--- src/i2cm_pkg.sv ---
// Package for the I2C master byte engine: item structs, opcodes, command
// modes and the engine state record. No dependencies.
package i2cm_pkg;

	localparam logic [2:0] OP_TICK  = 3'd0;
	localparam logic [2:0] OP_START = 3'd1;
	localparam logic [2:0] OP_STOP  = 3'd2;
	localparam logic [2:0] OP_WRITE = 3'd3;
	localparam logic [2:0] OP_READ  = 3'd4;

	localparam logic [1:0] PH_SETUP = 2'd0;
	localparam logic [1:0] PH_HIGH  = 2'd1;
	localparam logic [1:0] PH_LOW   = 2'd2;

	localparam logic [3:0] ACK_SLOT = 4'd8;

	typedef enum logic [2:0] {
		MODE_IDLE,
		MODE_START,
		MODE_STOP,
		MODE_WRITE,
		MODE_READ
	} mode_t;

	typedef struct packed {
		logic [2:0] opcode;
		logic [7:0] tx_byte;
		logic       send_ack;
		logic       sda_level;
	} in_item_t;

	typedef struct packed {
		logic       scl_level;
		logic       sda_release;
		logic [7:0] rx_byte;
		logic       nack_seen;
		logic       done_res;
		logic       busy_res;
	} out_item_t;

	typedef struct packed {
		mode_t      mode;
		logic [1:0] phase;
		logic [3:0] bit_cnt;
		logic [7:0] shift;
		logic       ack_choice;
		logic       nack_flag;
		logic       clock_out;
		logic       data_out;
		logic [7:0] rx_hold;
	} state_t;

endpackage

--- src/i2cm_step.sv ---
// Next-state logic of the I2C master byte engine: command load and at most one line
// phase advance per item. Depends on i2cm_pkg.
module i2cm_step (
	input  i2cm_pkg::state_t   cur,
	input  i2cm_pkg::in_item_t item,
	output i2cm_pkg::state_t   nxt,
	output logic               fin
);
	import i2cm_pkg::*;

	state_t     wk;
	state_t     adv;
	logic       run;
	logic [1:0] ph;
	logic       ack_slot;
	logic       wr;

	// load a new command while idle
	always_comb begin
		wk  = cur;
		run = 1'b1;
		if (cur.mode == MODE_IDLE) begin
			wk.phase   = PH_SETUP;
			wk.bit_cnt = '0;
			unique case (item.opcode)
				OP_START: wk.mode = MODE_START;
				OP_STOP:  wk.mode = MODE_STOP;
				OP_WRITE: begin
					wk.mode  = MODE_WRITE;
					wk.shift = item.tx_byte;
				end
				OP_READ: begin
					wk.mode       = MODE_READ;
					wk.shift      = '0;
					wk.ack_choice = item.send_ack;
				end
				default: run = 1'b0;
			endcase
		end
	end

	assign ph       = (wk.phase == 2'd3) ? PH_SETUP : wk.phase;
	assign ack_slot = (wk.bit_cnt >= ACK_SLOT);
	assign wr       = (wk.mode == MODE_WRITE);

	// advance one line phase
	always_comb begin
		adv = wk;
		fin = 1'b0;
		if (run) begin
			unique case (wk.mode)
				MODE_START: begin
					case (ph)
						PH_SETUP: begin
							adv.clock_out = 1'b1;
							adv.data_out  = 1'b1;
						end
						PH_HIGH: adv.data_out = 1'b0;
						default: begin
							adv.clock_out = 1'b0;
							fin           = 1'b1;
						end
					endcase
				end
				MODE_STOP: begin
					case (ph)
						PH_SETUP: adv.data_out  = 1'b0;
						PH_HIGH:  adv.clock_out = 1'b1;
						default: begin
							adv.data_out = 1'b1;
							fin          = 1'b1;
						end
					endcase
				end
				default: begin
					case (ph)
						PH_SETUP: begin
							if (ack_slot)
								adv.data_out = wr | ~wk.ack_choice;
							else
								adv.data_out = wr ? wk.shift[7] : 1'b1;
						end
						PH_HIGH: adv.clock_out = 1'b1;
						default: begin
							adv.clock_out = 1'b0;
							if (ack_slot) begin
								if (wr) begin
									adv.nack_flag = item.sda_level;
								end else begin
									adv.data_out = 1'b1;
									adv.rx_hold  = wk.shift;
								end
								fin = 1'b1;
							end else begin
								adv.shift   = {wk.shift[6:0], wr ? 1'b0 : item.sda_level};
								adv.bit_cnt = wk.bit_cnt + 4'd1;
							end
						end
					endcase
				end
			endcase
			if (fin) begin
				adv.phase   = PH_SETUP;
				adv.bit_cnt = '0;
			end else begin
				adv.phase = (ph == PH_LOW) ? PH_SETUP : ph + 2'd1;
			end
		end
	end

	// drop back to idle at the end of a command or on an ignored item
	always_comb begin
		nxt = adv;
		if (!run || fin)
			nxt.mode = MODE_IDLE;
	end

endmodule

--- src/i2c_master_byte_engine.sv ---
// I2C master byte engine top level: input register, engine state, result register.
// An accepted item is held in the input register, and the result register loads from it;
// a stalled result holds the input register and stalls the next item.
// Throughput: one item per cycle unless the result stalls, the whole phase step sits between the
// input register and the result register.
// Reset: lines idle high, engine idle, no item held. Depends on i2cm_pkg, i2cm_step.
module i2c_master_byte_engine (
	input  logic                clk,
	input  logic                arst_n,
	input  logic                cmd_valid,
	output logic                cmd_stall,
	input  i2cm_pkg::in_item_t  cmd,
	output logic                res_valid,
	input  logic                res_stall,
	output i2cm_pkg::out_item_t res
);
	import i2cm_pkg::*;

	logic      valid_s1;
	in_item_t  cmd_s1;
	state_t    state_q;
	state_t    state_nxt;
	logic      fin;
	logic      fire;
	out_item_t res_q;
	logic      res_valid_q;

	assign cmd_stall = valid_s1 & res_valid_q & res_stall;
	assign fire      = valid_s1 & ~(res_valid_q & res_stall);

	always_ff @(posedge clk or negedge arst_n) begin
		if (!arst_n) begin
			valid_s1 <= 1'b0;
		end else if (!cmd_stall) begin
			valid_s1 <= cmd_valid;
		end
	end

	always_ff @(posedge clk) begin
		if (!cmd_stall)
			cmd_s1 <= cmd;
	end

	i2cm_step u_step (
		.cur  (state_q),
		.item (cmd_s1),
		.nxt  (state_nxt),
		.fin  (fin)
	);

	always_ff @(posedge clk or negedge arst_n) begin
		if (!arst_n) begin
			state_q <= '{mode: MODE_IDLE, phase: PH_SETUP, bit_cnt: '0, shift: '0,
				ack_choice: 1'b0, nack_flag: 1'b0, clock_out: 1'b1,
				data_out: 1'b1, rx_hold: '0};
		end else if (fire) begin
			state_q <= state_nxt;
		end
	end

	always_ff @(posedge clk or negedge arst_n) begin
		if (!arst_n) begin
			res_valid_q <= 1'b0;
		end else if (!(res_valid_q && res_stall)) begin
			res_valid_q <= valid_s1;
		end
	end

	always_ff @(posedge clk) begin
		if (fire) begin
			res_q.scl_level   <= state_nxt.clock_out;
			res_q.sda_release <= state_nxt.data_out;
			res_q.rx_byte     <= state_nxt.rx_hold;
			res_q.nack_seen   <= state_nxt.nack_flag;
			res_q.done_res    <= fin;
			res_q.busy_res    <= (state_nxt.mode != MODE_IDLE);
		end
	end

	assign res_valid = res_valid_q;
	assign res       = res_q;

endmodule

--- config.mk ---
export PLATFORM = sky130hd
export DESIGN_NAME = i2c_master_byte_engine
export DESIGN_NICKNAME = d
export VERILOG_FILES = /design/src/i2cm_pkg.sv /design/src/i2cm_step.sv /design/src/i2c_master_byte_engine.sv
export SDC_FILE = /design/constraint.sdc
export NUM_CORES = 1
export LEC_CHECK = 0
export BUFFER_PORTS_ARGS = -buffer_cell sky130_fd_sc_hd__buf_2
export CAP_MARGIN = 20
export CORE_ASPECT_RATIO = 0.75
export CORE_MARGIN = 8
export CORE_UTILIZATION = 32
export CTS_CLUSTER_SIZE = 8
export DETAILED_ROUTE_END_ITERATION = 6
export SLEW_MARGIN = 20
export SYNTH_ARGS = -nofsm -noshare
export SYNTH_HDL_FRONTEND = slang
export SYNTH_SLANG_ARGS = --single-unit
--- constraint.sdc ---
create_clock -name clk -period 4 [get_ports clk]
set_clock_uncertainty 0.2 [all_clocks]
set_input_delay 0.8 -clock clk [delete_from_list [all_inputs] [get_ports clk]]
set_output_delay 0.8 -clock clk [all_outputs]
set_load 0.03 [all_outputs]
==> results of run 1 <==
## worst paths after layout
kind | startpoint | to | slack [ps] | cells after the start
setup / recovery | state_q[26] | state_q[17] | 680 | 8
hold / removal | state_q[10] | state_q[10] | 270 | 2
setup reg to reg | state_q[26] | state_q[17] | 680 | 8
hold reg to reg | state_q[10] | state_q[10] | 270 | 2
max in group asynchronous | arst_n | state_q[23] | 2770 | 1
min in group asynchronous | arst_n | state_q[11] | 340 | 1
## power groups by stage
| stage | Combinational (mW) | Sequential (mW) | Clock, mW |
|---|---|---|---|
| 5_1_grt | 0.890 | 0.874 | 0.993 |
| 4_1_cts | 0.801 | 0.855 | 0.966 |
| 2_1_floorplan | 0.614 | 0.854 | 0 |
| 6_report | 0.805 | 0.857 | 0.951 |
| 3_3_place_gp | 0.789 | 0.863 | 0 |
| 3_5_place_dp | 0.800 | 0.862 | 0 |
## cells in the final DEF (no fill, tap or decap), drive strengths merged, types with 9 or more instances in the layout
| master | count |
|---|---|
| nand2 | 37 |
| buf | 36 |
| o21ai | 35 |
| dfrtp | 29 |
| edfxtp | 26 |
| nor2 | 17 |
| a21oi | 13 |
| nor3 | 11 |
| clkbuf | 9 |
| inv | 9 |
## metal layers
layer | vias up | GRT usage, % | part of all wire [%]
met4 | 0 | 4.65 | 1.7
met1 | 965 | 16.7 | 54
met2 | 68 | 13.9 | 37
li1 | 1042 | - | -
met5 | - | 0 | 0
met3 | 10 | 4.12 | 7.3
## critical path, cell delays in order (launching register included)
cell and delay, ps:
dfrtp_1 480, or3_1 590, nand2_1 170, ha_1 400
inv_1 210, a2111oi_4 550, buf_4 260, nor3_1 50
a221o_1 270
## cells by family after synthesis
logic type,after synthesis
multiplexers,4
buffers and inverters,24
flip-flops,57
AND/OR/NAND/NOR,90
AO/OA/AOI/OAI,84
adder cells (fa/ha/maj),4
XOR/XNOR,4
## flip-flops by register name, indices dropped and copies added, names as in the netlist
name	flops
res_valid	1
valid_s1	1
cmd_s1	13
res	13
state_q	29
## stage by stage
stage               std cells  hold WS, ps  cell area (µm²)
floorplan                 267          242             2800
CTS                       411          273             3410
finish                    411          270             3410
global placement          395          254             3040
global route              411          309             3410
detailed placement        395          259             3040
## final cells by class
cell class,instances,area share (%)
flip-flops and latches,57,45.8
multi-input cells,186,33.0
clock buffers,9,6.61
repair buffers,36,5.66
clock inverters,7,4.15
well taps,108,3.97
inverters,8,0.882
==> flow_summary_export.csv, run 1 <==
group,metric,value,unit
clocking,clockBufferDepth,2,
clocking,cts_tree,"yes",
route,antenna_left,0,
global_route,grt_pass1_wl,10500,µm
route,drcViolationCount,0,
layout,area_delta_synth_final,21.5,%
layout,seqCellArea,1560,µm²
synth,synth_compound_area_share,20.3,%
global_route,antenna_found_initial,0,
pwr,peakVddDrop,0.000296,V
synth,synth_edf_count,26,
pwr,p_leak,1.38,nW
pwr,p_sw,0.874,mW
setup_path,worst_ep_required_time,4010,ps
layout,drive_above_1_share,20.8,%
global_route,overflow,0,
synth,ys_types,53,
floorplanning,die_h,97.1,µm
floorplanning,die_x,124,µm
route,routed_wl,6300,µm
layout,post-route-util,40.1,%
timing,fin_crit,3320,ps
floorplanning,io_pins,32,
placed_design,globalplace.congestion,0.886,
synth,postSynthAreaPerCell,10.5,µm²
synth,synthCells,267,
synth,synthMuxAreaShare,1.56,%
outcome,outcome,"finished, final reports clean",
timing,hold_viol_final,0,
job,max_cap_violations,0,
timing,period_share,83.1,%
setup_path,critPathMaxFanout,11,
synth,synth_top_area_cell,"edfxtp_1",
synth,synthFlopType,"dfrtp_1",
pwr,p_sw_share,33.5,%
timing,worst_pin_slew,762,ps
synth,synthMostInstantiatedCell,"nand2_1",
clocking,clockRootBuffer,"clkbuf_16",
clocking,cts_setup_buffers,0,
setup_path,arrival,3340,ps
route,num_vias,2085,
setup_path,worst_setup_path_start_kind,"register",
floorplanning,start_util,33.0,%
global_route,grt_pass1_vias,2043,
pwr,p_int,1.74,mW
clocking,cts.repair.resized,0,
timing,clock.fmax,0.301,GHz
synth,synth_xor_area_share,1.25,%
timing,setup-violations-final,0,
synth,synth_top_family_by_area,"compound AO/OA/AOI/OAI gates",
min_path,min_path_type,"register to register",
clocking,clock_latency,330,ps
timing,setup_slack,675,ps
route,wl_per_cell,15.3,µm
global_route,track_usage,11.2,%
clocking,htree_levels,3,
pwr,power.total,2.61,mW
synth,yosysWarningCount,0,
global_route,grt_max_degree,34,
synth,synth-seq-cells,57,
pwr,power_density,767,nW/µm²
synth,synth_common_cells,"37 x nand2_1, 31 x o21ai_0, 29 x dfrtp_1",
synth,yosysSeqAreaShare,55.6,%
pwr,clock_power_share,36.4,%
synth,synth_area_leaders,"edfxtp_1 28%, dfrtp_1 26%, o21ai_0 5.5%",
timing,tns,0,ps
clocking,path_clk_slew,50,ps
placed_design,io_buffers,31,
route,firstDrtPassIters,4,
clocking,cts_sinks,57,
floorplanning,rows,29,
layout,final_nets,319,
timing,maxSlewHeadroom,49.2,%
synth,synth_area,2800,µm²
synth,yosys.area_share.simple,15.1,%
synth,synthArstFlopShare,54.4,%
layout,fill_cells,832,
placed_design,post-place-ws,719,ps
clocking,ctsHoldBuffers,0,
synth,synth_fa_ha_area_share,1.79,%
layout,multi_input_area,1120,µm²
placed_design,dp_hpwl,4360,µm
synth,synth_top_area_share,27.9,%
route,initialDrtViolationCount,185,
floorplanning,die_area,12000,µm²
timing,slew_viol_final,0,
timing,rsz0062_at_grt,"false",
layout,antenna_cells,0,
clocking,cts_made_buffers,9,
route,viasPerCell,5.07,
floorplanning,core,8490,µm²
setup_path,cp-end-kind,"register",
setup_path,path_class,"register to register",
synth,syn_nets,288,
pwr,p_comb_share,30.8,%
pwr,seqPwrFrac,32.8,%
Note: power is estimated with default switching activity, not from simulation.
==> run 2: changes to the inputs <==
Clock period 4 ns to 2.9 ns, I/O delays scaled along.
==> run 2 against run 1 <==
Against the previous run:
- setup slack got worse by 460 ps
- non-clock buffer count rose by 7
- sequential power grew 33%
- critical path type unchanged
- die area stayed put
- first-iteration DRC count is 46% lower
==> flow_summary_export.csv, run 2 (same netlist as run 1, synthesis figures left out) <==
group,metric,value,unit
floorplanning,die_area,12000,µm²
layout,antenna_cells,0,
floorplanning,rows,29,
pwr,p_leak,1.41,nW
timing,slew_viol_final,0,
placed_design,globalplace.congestion,0.798,
route,wl_per_cell,14.7,µm
layout,layout_commonest_cell,"nand2_1",
layout,largest_register_ffs,29,
pwr,peakVddDrop,0.000380,V
timing,worst_pin_slew,731,ps
placed_design,io_buffers,31,
setup_path,path_class,"register to register",
layout,seqCellArea,1560,µm²
pwr,power_density,1040,nW/µm²
pwr,power.total,3.58,mW
clocking,clockBufferDepth,2,
route,num_vias,2104,
pwr,seqPwrFrac,31.9,%
setup_path,worst_setup_path_start_kind,"register",
clocking,path_clk_slew,50,ps
setup_path,startpoint,"state_q[26]",
layout,final_nets,326,
route,drcViolationCount,0,
layout,fill_cells,853,
timing,period_share,92.6,%
route,firstDrtPassIters,4,
setup_path,path_cells,"or3_1, nand2_1, inv_1, ha_1, nand2b_1, o211a_1, a2bb2oi_1, o21ai_0, o21a_1",
timing,setup-violations-final,0,
global_route,grt_pass1_wl,10700,µm
job,max_cap_violations,0,
route,antenna_left,0,
route,initialDrtViolationCount,99,
floorplanning,die_h,97.1,µm
pwr,p_int,2.36,mW
floorplanning,die_x,124,µm
layout,top_register,"state_q",
outcome,outcome,"finished, final reports clean",
clocking,ctsHoldBuffers,0,
floorplanning,core,8490,µm²
pwr,clock_power_share,34.5,%
setup_path,path_buf_inv,1,
layout,multi_input_area,1120,µm²
clocking,cts_tree,"yes",
clocking,clock_latency,330,ps
clocking,cts.repair.resized,0,
timing,tns,0,ps
clocking,cts_made_buffers,9,
layout,post-route-util,40.5,%
layout,drive_above_1_share,22.6,%
pwr,p_sw_share,33.9,%
layout,layout_common_cells,"37 x nand2_1, 31 x o21ai_0, 31 x buf_2, 29 x dfrtp_1, 26 x edfxtp_1",
timing,hold_viol_final,0,
min_path,min_path_type,"input port to asynchronous set/reset pin",
floorplanning,start_util,33.0,%
timing,rsz0062_at_grt,"false",
placed_design,dp_hpwl,4340,µm
layout,area_delta_synth_final,22.8,%
route,viasPerCell,5.03,
clocking,htree_levels,3,
setup_path,arrival,2680,ps
floorplanning,io_pins,32,
global_route,overflow,0,
pwr,p_comb_share,33.6,%
timing,fin_crit,2680,ps
pwr,p_sw,1.21,mW
global_route,grt_pass1_vias,2071,
setup_path,slowest_stage,"or3_1",
setup_path,cpPeakStageDelay,480,ps
timing,maxSlewHeadroom,51.2,%
global_route,track_usage,11.3,%
setup_path,critPathMaxFanout,7,
setup_path,cp-end-kind,"register",
global_route,grt_max_degree,33,
setup_path,path_delay_family,"compound AO/OA/AOI/OAI gates",
clocking,clockRootBuffer,"clkbuf_16",
clocking,cts_setup_buffers,0,
global_route,antenna_found_initial,0,
setup_path,worst_ep_required_time,2900,ps
timing,clock.fmax,0.373,GHz
clocking,cts_sinks,57,
setup_path,r2r_start,"state_q[26]",
route,routed_wl,6160,µm
[run 2: changes by cell type in the layout (fill, tap and decap cells not counted), sizes merged]
cell / before / now
buf: 36 / 43
bufinv: 4 / 3
clkinv: 1 / 2
clkinvlp: 1 / 0
inv: 9 / 10
[run 2: through the flow]
step | hold WS [ps] | cell area [µm²] | instances | setup slack, ps
6_report | 112 | 3440 | 418 | 216
4_1_cts | 137 | 3440 | 418 | 217
5_1_grt | 181 | 3440 | 418 | 79.7
3_3_place_gp | 259 | 3090 | 402 | 273
2_1_floorplan | 84.4 | 2800 | 267 | 370
3_5_place_dp | 270 | 3090 | 402 | 230
[run 2: final timing paths]
path / end / slack, ps / cells after the start
setup reg to reg: res[12] / 220 / 9
min in group clk: cmd_s1[5] / 230 / 1
setup / recovery: res[12] / 220 / 9
max in group asynchronous: valid_s1 / 1920 / 1
hold reg to reg: state_q[0] / 280 / 2
hold / removal: state_q[11] / 110 / 1
[run 2: area by class of cell]
type | count | area share (%)
flip-flops and latches | 57 | 45.3
well taps | 108 | 3.93
multi-input cells | 186 | 32.6
inverters | 8 | 0.872
clock buffers | 9 | 6.54
clock inverters | 7 | 3.64
repair buffers | 43 | 7.12
[run 2: metal layers]
| layer | global-route usage [%] | share of wire, % |
|---|---|---|
| met1 | 17.1 | 51 |
| met2 | 13.3 | 38 |
| met3 | 4.12 | 9.7 |
| met4 | 5.29 | 1.4 |
| met5 | 0 | 0 |
[run 2: power groups by stage]
stage	Sequential, mW	Clock, mW	Combinational [mW]
floorplan	1.18	0	0.847
global placement	1.15	0	1.17
detailed placement	1.15	0	1.20
CTS	1.14	1.26	1.20
global route	1.16	1.30	1.35
finish	1.14	1.23	1.20
==> run 3: changes to the inputs <==
Clock period 2.9 ns to 3.5 ns, I/O delays scaled along.
==> run 3 against run 2 <==
Against the previous run:
- non-clock buffer count fell by 4
- register-to-register slack improved by 400 ps
- utilization fell by 0.83 points
- sequential share of layout area rose by 0.94 points
- critical path depth fell by 1
- power fell by 21%
- clock power fell by 26%
- global-route usage fell by 0.33 points
- fmax fell by 7.0%
- die area did not move
- clock-buffer cell count rose by 2
==> flow_summary_export.csv, run 3 (same netlist as run 1, synthesis figures left out) <==
group,metric,value,unit
route,drcViolationCount,0,
clocking,cts_made_buffers,9,
floorplanning,die_area,12000,µm²
global_route,overflow,0,
floorplanning,die_x,124,µm
setup_path,path_class,"register to register",
layout,antenna_cells,0,
layout,drive_above_1_share,20.3,%
clocking,cts.repair.resized,0,
floorplanning,rows,29,
timing,setup-violations-final,0,
floorplanning,core,8490,µm²
timing,period_share,82.4,%
placed_design,dp_hpwl,4500,µm
global_route,grt_pass1_wl,10300,µm
timing,hold_viol_final,0,
setup_path,critPathMaxFanout,11,
setup_path,rrSetupSlack,610,ps
route,antenna_left,0,
clocking,path_clk_slew,50,ps
setup_path,startpoint,"state_q[26]",
timing,slew_viol_final,0,
timing,fin_crit,2890,ps
setup_path,r2r_start,"state_q[26]",
route,firstDrtPassIters,4,
timing,maxSlewHeadroom,49.7,%
setup_path,cp-end-kind,"register",
layout,layout_commonest_cell,"nand2_1",
global_route,track_usage,10.9,%
clocking,ctsHoldBuffers,0,
timing,tns,0,ps
route,routed_wl,6260,µm
global_route,antenna_found_initial,0,
timing,clock.fmax,0.347,GHz
floorplanning,die_h,97.1,µm
setup_path,arrival,2920,ps
clocking,clockRootBuffer,"clkbuf_16",
pwr,power_density,836,nW/µm²
clocking,clock_latency,320,ps
layout,layout_common_cells,"37 x nand2_1, 31 x o21ai_0, 31 x buf_2, 29 x dfrtp_1, 26 x edfxtp_1",
layout,final_nets,322,
route,viasPerCell,5.07,
route,initialDrtViolationCount,173,
layout,top_register,"state_q",
min_path,min_path_type,"input port to asynchronous set/reset pin",
global_route,grt_pass1_vias,2079,
clocking,cts_setup_buffers,0,
floorplanning,start_util,33.0,%
setup_path,worst_setup_path_start_kind,"register",
setup_path,slowest_stage,"or3_1",
route,num_vias,2093,
timing,worst_pin_slew,755,ps
clocking,htree_levels,3,
outcome,outcome,"finished, final reports clean",
floorplanning,io_pins,32,
route,wl_per_cell,15.2,µm
setup_path,cpPeakStageDelay,580,ps
global_route,grt_max_degree,33,
setup_path,worst_ep_required_time,3540,ps
clocking,clockBufferDepth,2,
layout,post-route-util,39.7,%
layout,area_delta_synth_final,20.3,%
placed_design,globalplace.congestion,0.910,
timing,rsz0062_at_grt,"false",
setup_path,path_cells,"or3_1, nand2_1, ha_1, inv_1, a2111oi_4, buf_4, mux2_2, o21ai_0",
layout,largest_register_ffs,29,
clocking,cts_tree,"yes",
placed_design,io_buffers,31,
pwr,p_leak,1.37,nW
pwr,peakVddDrop,0.000399,V
job,max_cap_violations,0,
clocking,cts_sinks,57,
## run 3: changes by cell type in the layout (fill, tap and decap cells not counted), moves of 2 or more
cell      delta
buf_4        -4
clkinv_1     +2
clkinv_4     -2
inv_6        -2
## run 3: layout make-up
cell class                      instances  area [µm²]
Sequential cell                        57        1560
Fill cell                             863        5120
Timing Repair Buffer                   39         215
Clock buffer                           11         243
Inverter                                8        30.0
Clock inverter                          4        67.6
Multi-Input combinational cell        186        1120
Tap cell                              108         135
## run 3: through the flow
step	hold WS (ps)	worst slack (ps)	area, µm²	power (mW)	instances
4_1_cts	278	628	3370	2.83	413
3_3_place_gp	253	724	3060	1.89	398
2_1_floorplan	204	970	2800	1.68	267
5_1_grt	300	413	3370	2.99	413
6_report	249	615	3370	2.82	413
3_5_place_dp	263	646	3060	1.91	398
## run 3: layer usage
layer	wire length [µm]	track usage, %	vias to the layer above
met5	0	0	-
met4	64	3.56	0
met3	441	4.53	8
met2	2460	13.9	53
met1	3290	16.0	986
li1	-	-	1046
## run 3: power by group
part | internal (mW) | leakage [nW] | switching (mW)
logic | 0.368 | 0.557 | 0.560
clock network | 0.632 | 0.151 | 0.276
registers | 0.861 | 0.666 | 0.122
total | 1.86 | 1.37 | 0.959
## run 3: final timing paths
path | to | depth (start not counted)
worst max register to register | state_q[12] | 8
min in group clk | state_q[10] | 2
max in group asynchronous | state_q[7] | 1
worst min-delay path | state_q[28] | 1
worst min register to register | state_q[10] | 2
worst max-delay path | state_q[12] | 8
## run 3: worst max-delay path: cells and delay by family (launching register included)
kind	cells	cell delay [ps]
flip-flops	1	490
adder cells (fa/ha/maj)	1	170
AO/OA/AOI/OAI	2	550
multiplexers	1	320
buffers and inverters	2	320
AND/OR/NAND/NOR	2	740
